`config.mk`:
```
export PLATFORM = sky130hd
export DESIGN_NAME = psr_cell
export DESIGN_NICKNAME = d
export VERILOG_FILES = /design/src/psr_pkg.sv /design/src/psr_cell.sv
export SDC_FILE = /design/constraint.sdc
export NUM_CORES = 1
export LEC_CHECK = 0
export ABC_AREA = 1
export BUFFER_PORTS_ARGS = -buffer_cell sky130_fd_sc_hd__buf_2
export CAP_MARGIN = 25
export CORE_AREA = 2 2 168 170
export CTS_BUF_LIST = sky130_fd_sc_hd__clkbuf_16
export DETAILED_ROUTE_END_ITERATION = 16
export DIE_AREA = 0 0 170 172
export HOLD_SLACK_MARGIN = 0.02
export PLACE_DENSITY = 0.54
export SLEW_MARGIN = 25
export SYNTH_ARGS = -nofsm -noshare
export SYNTH_HDL_FRONTEND = slang
export SYNTH_SLANG_ARGS = --single-unit
```
`constraint.sdc`:
```
create_clock -name clk -period 6.3 [get_ports clk]
set_clock_uncertainty 0.05 [all_clocks]
set_input_delay 1.26 -clock clk [delete_from_list [all_inputs] [get_ports clk]]
set_output_delay 1.26 -clock clk [all_outputs]
set_load 0.03 [all_outputs]
```
`src/psr_pkg.sv`:
```
// ----------------------------------------------------------------------------
// psr_pkg
// Shared types and constants of the peer SNR ranker.
// ----------------------------------------------------------------------------
package psr_pkg;

	localparam int PEER_CAPACITY = 32;
	localparam int SHOWN_ROWS    = 8;
	localparam int BAR_STEPS     = 8;

	localparam int HELD_W = $clog2(PEER_CAPACITY + 1);

	localparam logic signed [31:0] SNR_UNKNOWN  = 32'sh8000_0000;
	localparam logic signed [31:0] SNR_LOW      = -32'sd1000;
	localparam logic signed [31:0] SNR_HIGH     = 32'sd1000;
	localparam logic [7:0]         HOPS_UNKNOWN = 8'hFF;

	localparam logic [2:0] UNIT_SEC     = 3'd0;
	localparam logic [2:0] UNIT_MIN     = 3'd1;
	localparam logic [2:0] UNIT_HOUR    = 3'd2;
	localparam logic [2:0] UNIT_DAY     = 3'd3;
	localparam logic [2:0] UNIT_UNKNOWN = 3'd4;

	localparam logic [16:0] SEC_MIN  = 17'd60;
	localparam logic [16:0] SEC_HOUR = 17'd3600;
	localparam logic [16:0] SEC_DAY  = 17'd86400;

	localparam logic [31:0] RECIP_MIN  = 32'((64'd1 << 32) / 60);
	localparam logic [31:0] RECIP_HOUR = 32'((64'd1 << 32) / 3600);
	localparam logic [31:0] RECIP_DAY  = 32'((64'd1 << 32) / 86400);

	localparam int          BAR_SH    = 28;
	localparam logic [17:0] BAR_RECIP = 18'(((64'd1 << BAR_SH) + 1999) / 2000);
	localparam logic [6:0]  BAR_FULL  = 7'(BAR_STEPS);

	localparam logic [2:0] REG_OWN_ID    = 3'd0;
	localparam logic [2:0] REG_OWN_VALID = 3'd4;

	typedef struct packed {
		logic               valid;
		logic [31:0]        id;
		logic signed [31:0] snr;
		logic [7:0]         hops;
		logic [31:0]        heard;
	} rec_t;

	typedef struct packed {
		logic ins;
		logic shift;
	} cell_ctl_t;

endpackage

```
`src/psr_cell.sv`:
```
// ----------------------------------------------------------------------------
// psr_cell
// One slot of the ranking chain: keeps, takes the new record or the upper
// neighbor's record on insert, takes the lower neighbor's record on shift.
// ----------------------------------------------------------------------------
module psr_cell
	import psr_pkg::*;
(
	input  logic      clk,
	input  logic      arst_n,
	input  cell_ctl_t ctl,
	input  rec_t      new_rec,
	input  rec_t      upper_rec,
	input  logic      upper_keep,
	input  rec_t      lower_rec,
	output rec_t      rec,
	output logic      keep
);

	rec_t rec_q;

	assign rec  = rec_q;
	assign keep = rec_q.valid && (rec_q.snr >= new_rec.snr);

	always_ff @(posedge clk or negedge arst_n) begin
		if (!arst_n) begin
			rec_q <= '0;
		end else if (ctl.shift) begin
			rec_q <= lower_rec;
		end else if (ctl.ins && !keep) begin
			if (upper_keep) begin
				rec_q <= new_rec;
			end else begin
				rec_q <= upper_rec;
			end
		end
	end

endmodule

```
==> out/metrics.cfg <==
[synthesis]
synthCells = 988
synth_area_leaders = dfrtp_1, nand2_1, mux2i_1
avgSynthCellArea_um2 = 7.21
ys_ff_latch = 105
synth_top_area_share_pct = 36.9
ys_seq_area_share_pct = 36.9
yosys.area.top_type = dfrtp_1
yosys_warnings = 0
yosysUniqueCellTypes = 22
syn_area_um2 = 7120
syn-num-nets = 1340

[sta]
slew_headroom_pct = 36.5
grt_setup_unrepaired = no
final-setup-viol-count = 0
tns_ns = 0
slew_violations = 0
hold_viol = 0
worst_pin_slew_ns = 0.953
fmax_mhz = 242
fin_crit_ns = 4.14
finalCritPeriodShare_pct = 65.7

[worst_setup_path]
arrival_ns = 2.83
slowest_delay_ns = 0.31
cp_max_fo = 2
crit_slowest_cell = ha_1
path_cells = buf_2 -> inv_1 -> ha_1 -> a21oi_1 -> nor2_1 -> nor2_1 -> nand2_1 -> nand2_1 -> nand2_1 -> nand2_1 -> nand2_1 -> nand2_1 -> nand3_1 -> nand2_2 -> inv_1 -> buf_2
worstSetupPathType = in2out
cpMostUsedCell = nand2_1
critical_path_required_ns = 4.99
critical_path.endpoint_type = output pin
startpoint_type = input pin

[placed_design]
port_buffers = 425
hpwl_um = 19700
place_area_um2 = 9430
place.gp.congestion = 0.822

[routing]
ant_nets = 0
routed.top_layer = met5
drt_wl_total_um = 26000
dr_wl_met2_um = 12300
viasPerCell = 4.58
wl_met3_um = 2160
vias = 7852
first_iter_violations = 379
wl_per_cell_um = 15.2
m1WireLength_um = 11200
remaining_drc_errors = 0
drtPass1Iterations = 5

[finish]
mostFrequentLayoutCells = buf_2, nand2_1, o21ai_0
fin_area_um2 = 9750
final_common_cell = buf_2
fillers = 3029
area_delta_synth_final_pct = 36.9
drive_above_1_share_pct = 33.5
fin_nets = 1713
largest_reg_flops = 105

[grt]
grt_usage_pct = 17.2
grt-ovfl-total = 0
antenna_found_initial = 3
grt_pass1_wl_um = 39700
grt_max_degree = 109
grt_pass1_vias = 7233

[run_status]
status = finished, final reports clean

[clock_tree]
cts_buffer_depth = 2
cts_buffers = 9
htree_levels = 3
postCtsHoldBufs = 0
cts_sinks = 105
clkLatencyLatePin_ns = 0.36
cts_resized = 0
path_clk_slew_ns = 0.08
cts_setup_buffers = 0
root_buffer = clkbuf_16
cts_tree = built

[power]
combPwrFrac_pct = 36.9
pwr-share-clk_pct = 26.3
powerDensity_nw_per_um2 = 234
leakagePower_nw = 5.64
ir_worst_vdd_mv = 0.111
switching_share_pct = 39.8
p_sw_mw = 0.910
p_int_mw = 1.37
seq_power_share_pct = 36.8

[floorplan]
io_pins = 426
core_region_area_um2 = 27500
rows = 61
die_h_um = 172
die_area_um2 = 29200
initial_core_util_pct = 25.9
die_x_um = 170

[worst_hold_path]
hold_path_class = reg2reg

[run]
drv_cap = 0

[power by group through the flow]
stage               Combinational (mW)  Sequential, mW  Clock, mW
global route                     0.936           0.855      0.660
floorplan                        0.333            1.05          0
CTS                              0.857           0.840      0.634
finish                           0.843           0.841      0.601
detailed placement               0.855           0.850          0
global placement                 0.851           0.851          0
[layer usage]
| metal | vias up | GRT usage, % |
|---|---|---|
| met3 | 23 | 4.46 |
| met5 | - | 0 |
| li1 | 3994 | - |
| met2 | 304 | 29.6 |
| met1 | 3529 | 21.4 |
| met4 | 2 | 4.68 |
[cell type report]
class	instances	area (µm²)	area share [%]
inverter	43	164	1.68
clock buffer	9	225	2.31
multi-input combinational	769	3990	41.0
tap	346	433	4.44
clock inverter	7	86.3	0.886
sequential	105	2630	27.0
timing repair buffer	433	2210	22.7
antenna	2	5.00	0.0513
[cells by family (layout without fill, tap and decap cells)]
group           after synthesis  after routing  share of synthesized area, %
compound gates              155            155                          11.0
simple gates                508            508                          29.1
flops                       105            105                          36.9
mux                          74             74                          10.4
fa+ha+maj                    32             32                          5.62
buf+inv                     114            492                          7.01
other cells                   0              2                             0
[stage by stage]
stage	utilization (%)	hold slack, ns	instances	power (mW)	worst slack, ns
2_1_floorplan	-	0.628	988	1.38	2.47
6_report	35.5	0.459	1714	2.28	2.16
4_1_cts	35.5	0.463	1712	2.33	2.13
5_1_grt	35.5	0.476	1713	2.45	1.93
3_5_place_dp	34.3	0.439	1696	1.71	2.03
3_3_place_gp	34.3	0.437	1696	1.70	2.03
[path summary, 6_finish.rpt]
path	cells after the start	slack, ns	endpoint	startpoint
worst max-delay path	16	2.16	keep	new_rec[45]
worst min-delay path	2	0.46	rec[101]	rec[101]
worst max register to register	17	3.07	rec[24]	rec[45]
worst min register to register	2	0.46	rec[101]	rec[101]
max in group asynchronous	2	4.11	rec[41]	arst_n
min in group asynchronous	1	0.86	rec[46]	arst_n
[cell usage after synthesis]
| cell | n |
|---|---|
| mux2i_1 | 74 |
| ha_1 | 32 |
| buf_4 | 1 |
| clkinv_1 | 1 |
| a21oi_1 | 14 |
| nand2_1 | 385 |
| inv_2 | 4 |
| dfrtp_1 | 105 |
| inv_1 | 38 |
| buf_6 | 6 |
| nor2_1 | 8 |
| o21a_1 | 2 |
| buf_2 | 18 |
| a21o_1 | 1 |
| nand2_2 | 1 |
| buf_1 | 3 |
| clkbuf_1 | 43 |
| nand4_1 | 2 |
| o21ai_0 | 138 |
| nand3_1 | 108 |
| nor2_2 | 2 |
| nand2_4 | 2 |
[critical path: cells and delay by family]
kind                     cells  cell delay [ns]
adder cells (fa/ha/maj)      1             0.31
AND/OR/NAND/NOR             10             0.77
buffers and inverters        4             0.34
AO/OA/AOI/OAI                1             0.15
(Power assumes the default switching activity.)
