[config.mk]
export PLATFORM = sky130hd
export DESIGN_NAME = psr_fmt
export DESIGN_NICKNAME = d
export VERILOG_FILES = /design/src/psr_pkg.sv /design/src/psr_fmt.sv
export SDC_FILE = /design/constraint.sdc
export NUM_CORES = 2
export LEC_CHECK = 0
export ABC_AREA = 1
export BUFFER_PORTS_ARGS = -buffer_cell sky130_fd_sc_hd__buf_2
export CORE_UTILIZATION = 43
export CTS_CLUSTER_SIZE = 8
export DETAILED_ROUTE_END_ITERATION = 10
export MAX_ROUTING_LAYER = met4
export SYNTH_ARGS = -nofsm -noshare
export SYNTH_HDL_FRONTEND = slang
export SYNTH_SLANG_ARGS = --single-unit
[constraint.sdc]
create_clock -name clk -period 6.2 [get_ports clk]
set_input_delay 0.62 -clock clk [delete_from_list [all_inputs] [get_ports clk]]
set_output_delay 0.62 -clock clk [all_outputs]
set_load 0.02 [all_outputs]
[src/psr_pkg.sv]
// ----------------------------------------------------------------------------
// psr_pkg
// Shared types and constants of the peer SNR ranker.
// ----------------------------------------------------------------------------
package psr_pkg;

	localparam int PEER_CAPACITY = 32;
	localparam int SHOWN_ROWS    = 8;
	localparam int BAR_STEPS     = 8;

	localparam int HELD_W = $clog2(PEER_CAPACITY + 1);

	localparam logic signed [31:0] SNR_UNKNOWN  = 32'sh8000_0000;
	localparam logic signed [31:0] SNR_LOW      = -32'sd1000;
	localparam logic signed [31:0] SNR_HIGH     = 32'sd1000;
	localparam logic [7:0]         HOPS_UNKNOWN = 8'hFF;

	localparam logic [2:0] UNIT_SEC     = 3'd0;
	localparam logic [2:0] UNIT_MIN     = 3'd1;
	localparam logic [2:0] UNIT_HOUR    = 3'd2;
	localparam logic [2:0] UNIT_DAY     = 3'd3;
	localparam logic [2:0] UNIT_UNKNOWN = 3'd4;

	localparam logic [16:0] SEC_MIN  = 17'd60;
	localparam logic [16:0] SEC_HOUR = 17'd3600;
	localparam logic [16:0] SEC_DAY  = 17'd86400;

	localparam logic [31:0] RECIP_MIN  = 32'((64'd1 << 32) / 60);
	localparam logic [31:0] RECIP_HOUR = 32'((64'd1 << 32) / 3600);
	localparam logic [31:0] RECIP_DAY  = 32'((64'd1 << 32) / 86400);

	localparam int          BAR_SH    = 28;
	localparam logic [17:0] BAR_RECIP = 18'(((64'd1 << BAR_SH) + 1999) / 2000);
	localparam logic [6:0]  BAR_FULL  = 7'(BAR_STEPS);

	localparam logic [2:0] REG_OWN_ID    = 3'd0;
	localparam logic [2:0] REG_OWN_VALID = 3'd4;

	typedef struct packed {
		logic               valid;
		logic [31:0]        id;
		logic signed [31:0] snr;
		logic [7:0]         hops;
		logic [31:0]        heard;
	} rec_t;

	typedef struct packed {
		logic ins;
		logic shift;
	} cell_ctl_t;

endpackage

[src/psr_fmt.sv]
// ----------------------------------------------------------------------------
// psr_fmt
// Three-stage formatter: bar level and age with unit for one ranked record.
// ----------------------------------------------------------------------------
module psr_fmt
	import psr_pkg::*;
(
	input  logic        clk,
	input  logic        arst_n,
	input  logic        start,
	input  rec_t        rec,
	input  logic [31:0] newest,
	output logic        done,
	output logic [3:0]  bar_level,
	output logic [15:0] age_amount,
	output logic [2:0]  age_unit
);

	logic v_s1, v_s2, v_s3;
	logic [31:0] age_s1, age_s2;
	logic [2:0]  unit_s1, unit_s2, unit_s3;
	logic [16:0] div_s1, div_s2;
	logic [31:0] recip_s1;
	logic [3:0]  bar_s1, bar_s2, bar_s3;
	logic [31:0] q_s2;
	logic [15:0] amt_s3;

	logic [31:0] age_c;
	logic [2:0]  unit_c;
	logic [16:0] div_c;
	logic [31:0] recip_c;
	logic [10:0] bar_off;
	logic [16:0] bar_prod;
	logic [35:0] bar_q;
	logic [6:0]  bar_c;
	logic [63:0] qprod;
	logic [48:0] qd;
	logic [31:0] rem;
	logic [31:0] q_fix;

	always_comb begin
		age_c   = newest - rec.heard;
		div_c   = SEC_MIN;
		recip_c = RECIP_MIN;
		if (newest == 32'd0 || rec.heard == 32'd0 || rec.heard > newest) begin
			unit_c = UNIT_UNKNOWN;
		end else if (age_c < 32'(SEC_MIN)) begin
			unit_c = UNIT_SEC;
		end else if (age_c < 32'(SEC_HOUR)) begin
			unit_c = UNIT_MIN;
		end else if (age_c < 32'(SEC_DAY)) begin
			unit_c  = UNIT_HOUR;
			div_c   = SEC_HOUR;
			recip_c = RECIP_HOUR;
		end else begin
			unit_c  = UNIT_DAY;
			div_c   = SEC_DAY;
			recip_c = RECIP_DAY;
		end
		bar_off  = 11'(rec.snr + 32'sd1000);
		bar_prod = 17'(bar_off) * 17'(BAR_STEPS);
		bar_q    = 36'(bar_prod) * 36'(BAR_RECIP);
		if (rec.snr <= SNR_LOW) begin
			bar_c = 7'd0;
		end else if (rec.snr >= SNR_HIGH) begin
			bar_c = BAR_FULL;
		end else begin
			bar_c = bar_q[BAR_SH +: 7];
		end
	end

	assign qprod = 64'(age_s1) * 64'(recip_s1);
	assign qd    = 49'(q_s2) * 49'(div_s2);
	assign rem   = age_s2 - qd[31:0];

	always_comb begin
		q_fix = q_s2;
		if (rem >= 32'(div_s2)) begin
			q_fix = q_s2 + 32'd1;
		end
	end

	always_ff @(posedge clk or negedge arst_n) begin
		if (!arst_n) begin
			v_s1 <= 1'b0;
			v_s2 <= 1'b0;
			v_s3 <= 1'b0;
		end else begin
			v_s1 <= start;
			v_s2 <= v_s1;
			v_s3 <= v_s2;
		end
	end

	always_ff @(posedge clk) begin
		age_s1   <= age_c;
		unit_s1  <= unit_c;
		div_s1   <= div_c;
		recip_s1 <= recip_c;
		bar_s1   <= bar_c[3:0];

		age_s2  <= age_s1;
		unit_s2 <= unit_s1;
		div_s2  <= div_s1;
		bar_s2  <= bar_s1;
		q_s2    <= qprod[63:32];

		unit_s3 <= unit_s2;
		bar_s3  <= bar_s2;
		case (unit_s2) inside
			UNIT_SEC: amt_s3 <= age_s2[15:0];
			UNIT_MIN, UNIT_HOUR, UNIT_DAY: amt_s3 <= q_fix[15:0];
			default: amt_s3 <= 16'd0;
		endcase
	end

	assign done       = v_s3;
	assign bar_level  = bar_s3;
	assign age_amount = amt_s3;
	assign age_unit   = unit_s3;

endmodule

==> flow_metrics.py <==
metrics = {
    "status": {
        "status": "finished with violations",
        "violations": "setup timing",
    },
    "placed_design": {
        "placed_area_mm2": 0.0465,
        "gp_congestion": 0.967,
        "dpl.hpwl_mm": 107,
        "io_buffer_count": 122,
    },
    "setup_path": {
        "critical_path_class": "flop to flop",
        "ff2ff_setup_slack_ns": -0.49,
        "worst_ep_required_time_ns": 6.59,
        "critical_path.max_fanout": 6,
        "critPathArrivalTime_ns": 7.08,
        "cp-start-kind": "flop",
        "endpoint_kind": "flop",
    },
    "floorplanning": {
        "core_area_mm2": 0.0904,
        "die_width_um": 305,
        "die_area_mm2": 0.0930,
        "start_util": 0.437,
        "chipHeight_um": 305,
        "rows": 110,
        "pin_count": 164,
    },
    "clocking": {
        "path_clk_slew_ns": 0.07,
        "htreeDepth": 4,
        "cts_buffers": 17,
        "insertion_delay_ns": 0.51,
        "cts_num_sinks": 141,
        "cts_tree": "done",
        "clk_path_buf_depth": 2,
        "clockRootBuffer": "clkbuf_16",
    },
    "sta": {
        "hold_slack_ns": 0.220,
        "max_freq_mhz": 149,
        "setup_tns_ns": -14.86,
        "period_share": 1.08,
        "setup_viol_count_final": 44,
        "timing.final.crit_period_ns": 6.69,
        "tightest_slew_ns": 1.23,
        "relSlewSlack": 0.175,
        "setup_slack_ns": -0.494,
        "finalClockSkew_ns": 0.0207,
        "slew_violations": 0,
        "rsz0062_at_grt": "true",
        "hold_violations": 0,
    },
    "yosys": {
        "synth_seq_cells": 141,
        "synth_top_cells_by_area": "fa_1 (34%), ha_1 (22%), inv_1 (15%)",
        "synth.cell_area_mm2": 0.0395,
        "syn_inst": 4908,
        "synth_nets": 6424,
        "yosysWarnings": 0,
        "synth_area_per_cell_um2": 8.04,
        "yosysSeqAreaShare": 0.0719,
        "synth.most_common_cell": "inv_1",
        "synth_edf_count": 0,
        "synth_area_leader_cell": "fa_1",
        "synth_top_cell_area_share": 0.340,
        "synth_common_cells": "inv_1 (1,568), nand2_1 (882), ha_1 (705)",
        "synth_flop_cell": "dfxtp_1",
        "synth.distinct_cells": 55,
        "async_reset_ff_frac": 0.0213,
    },
    "detailed_routing": {
        "wl_per_cell_um": 17.8,
        "drc_errors": 0,
        "first_pass_iters": 7,
        "via_per_inst": 4.85,
        "dr_total_vias": 33592,
        "first_iter_violations": 1487,
        "ant_nets": 0,
        "wl_mm": 123,
    },
    "layout": {
        "drive_gt1_frac": 0.284,
        "multi_input_area_mm2": 0.0341,
        "final_util": 0.574,
        "fin_nets": 7253,
        "regArea_mm2": 0.00287,
        "area_growth_pct": 31.4,
        "n_fill_cell": 8134,
        "finalInstanceArea_mm2": 0.0519,
    },
    "global_routing": {
        "grt_pass1_wl_mm": 190,
        "grt_max_degree": 24,
        "grt_util_all_layers": 0.275,
        "gr-total-overflow": 0,
        "antenna_found_initial": 6,
        "grt_pass1_vias": 35790,
    },
    "flow_run": {
        "maxCapViolations": 0,
    },
    "hold_path": {
        "hold_path.class": "primary input to flop",
    },
}
area by class of cell:
cell class,instances,share of cell area
inverters,1570,0.114
clock inverters,15,0.00340
multi-input cells,3150,0.657
repair buffers,857,0.133
well taps,1176,0.0284
clock buffers,17,0.00820
diodes,3,0.000145
flip-flops and latches,141,0.0554
metal layers:
metal	vias to the layer above	global-route usage	wire, um
met3	246	0.0295	4900
met4	0	0.100	5500
li1	16306	-	-
met1	16302	0.327	51500
met2	738	0.480	61300
met5	-	-	0
critical path, stage by stage (launching register included):
cell	delay [ns]
dfxtp_4	0.45
buf_12	0.18
buf_12	0.12
nand2_8	0.06
inv_6	0.06
buf_6	0.09
ha_4	0.11
inv_2	0.03
fa_1	0.53
inv_1	0.05
fa_1	0.49
inv_1	0.05
fa_1	0.45
fa_2	0.54
inv_2	0.05
fa_2	0.57
fa_2	0.45
fa_2	0.60
ha_4	0.24
a21oi_4	0.21
o21ai_2	0.08
a21oi_2	0.25
o21ai_2	0.14
a21oi_4	0.23
o21ai_4	0.09
a21oi_2	0.17
o21bai_1	0.10
xor2_1	0.17
path summary, 6_finish.rpt:
check                                 from  depth (start not counted)           end
worst min-delay path                 start                          1          v_s1
worst min register to register   bar_s2[3]                          0  bar_level[3]
max in group asynchronous           arst_n                          2          done
worst max-delay path            div_s1[14]                         27      q_s2[16]
min in group asynchronous           arst_n                          2          v_s2
worst max register to register  div_s1[14]                         27      q_s2[16]
timing repair:
item	4_1_cts	5_1_grt
endpoints found under the hold margin	3	0
setup endpoints to repair	44	44
hold buffers	1	0
gates resized for setup	478	522
cloned	6	2
buffers inserted	38	56
pin swaps	241	238
cell usage in the layout, fill, tap and decap left out, drive strengths merged, types with 19 or more instances in the layout:
master,netlist,routed
nor2,209,209
nor4,25,25
dfxtp,138,138
nand4,58,58
nand3,103,104
xor2,70,70
inv,1570,1576
a21oi,166,166
ha,705,705
xnor2,25,25
fa,671,671
clkbuf,34,19
nand2,884,884
buf,14,854
nor3,33,33
a31oi,19,19
o21ai,92,92
state kept, by name, indices dropped and copies added, names as in the netlist:
register	count
age_s1	32
age_s2	32
q_s2	28
age_amount	16
bar_level	4
bar_s1	4
bar_s2	4
div_s1	4
div_s2	4
age_unit	3
unit_s2	3
recip_s1	2
unit_s1	2
done	1
v_s1	1
v_s2	1
logic make-up (layout without fill, tap and decap cells):
kind of cell,Yosys count,count (layout),synth area share
buf+inv,1618,2459,0.154
fa+ha+maj,1376,1376,0.564
simple gates,1338,1339,0.141
compound gates,340,340,0.0483
flops,141,141,0.0719
xor+xnor,95,95,0.0211
other cells,0,3,0
through the flow:
step / setup slack [ns] / std cells
finish: -0.494 / 6929
global route: -0.656 / 6929
CTS: -0.397 / 6871
detailed placement: -0.782 / 6795
global placement: -0.734 / 6795
floorplan: 0.00115 / 4908
Power is left out: the tool's default activity adds up to more than one toggle a clock period on the data nets, which glitch-free logic cannot reach.
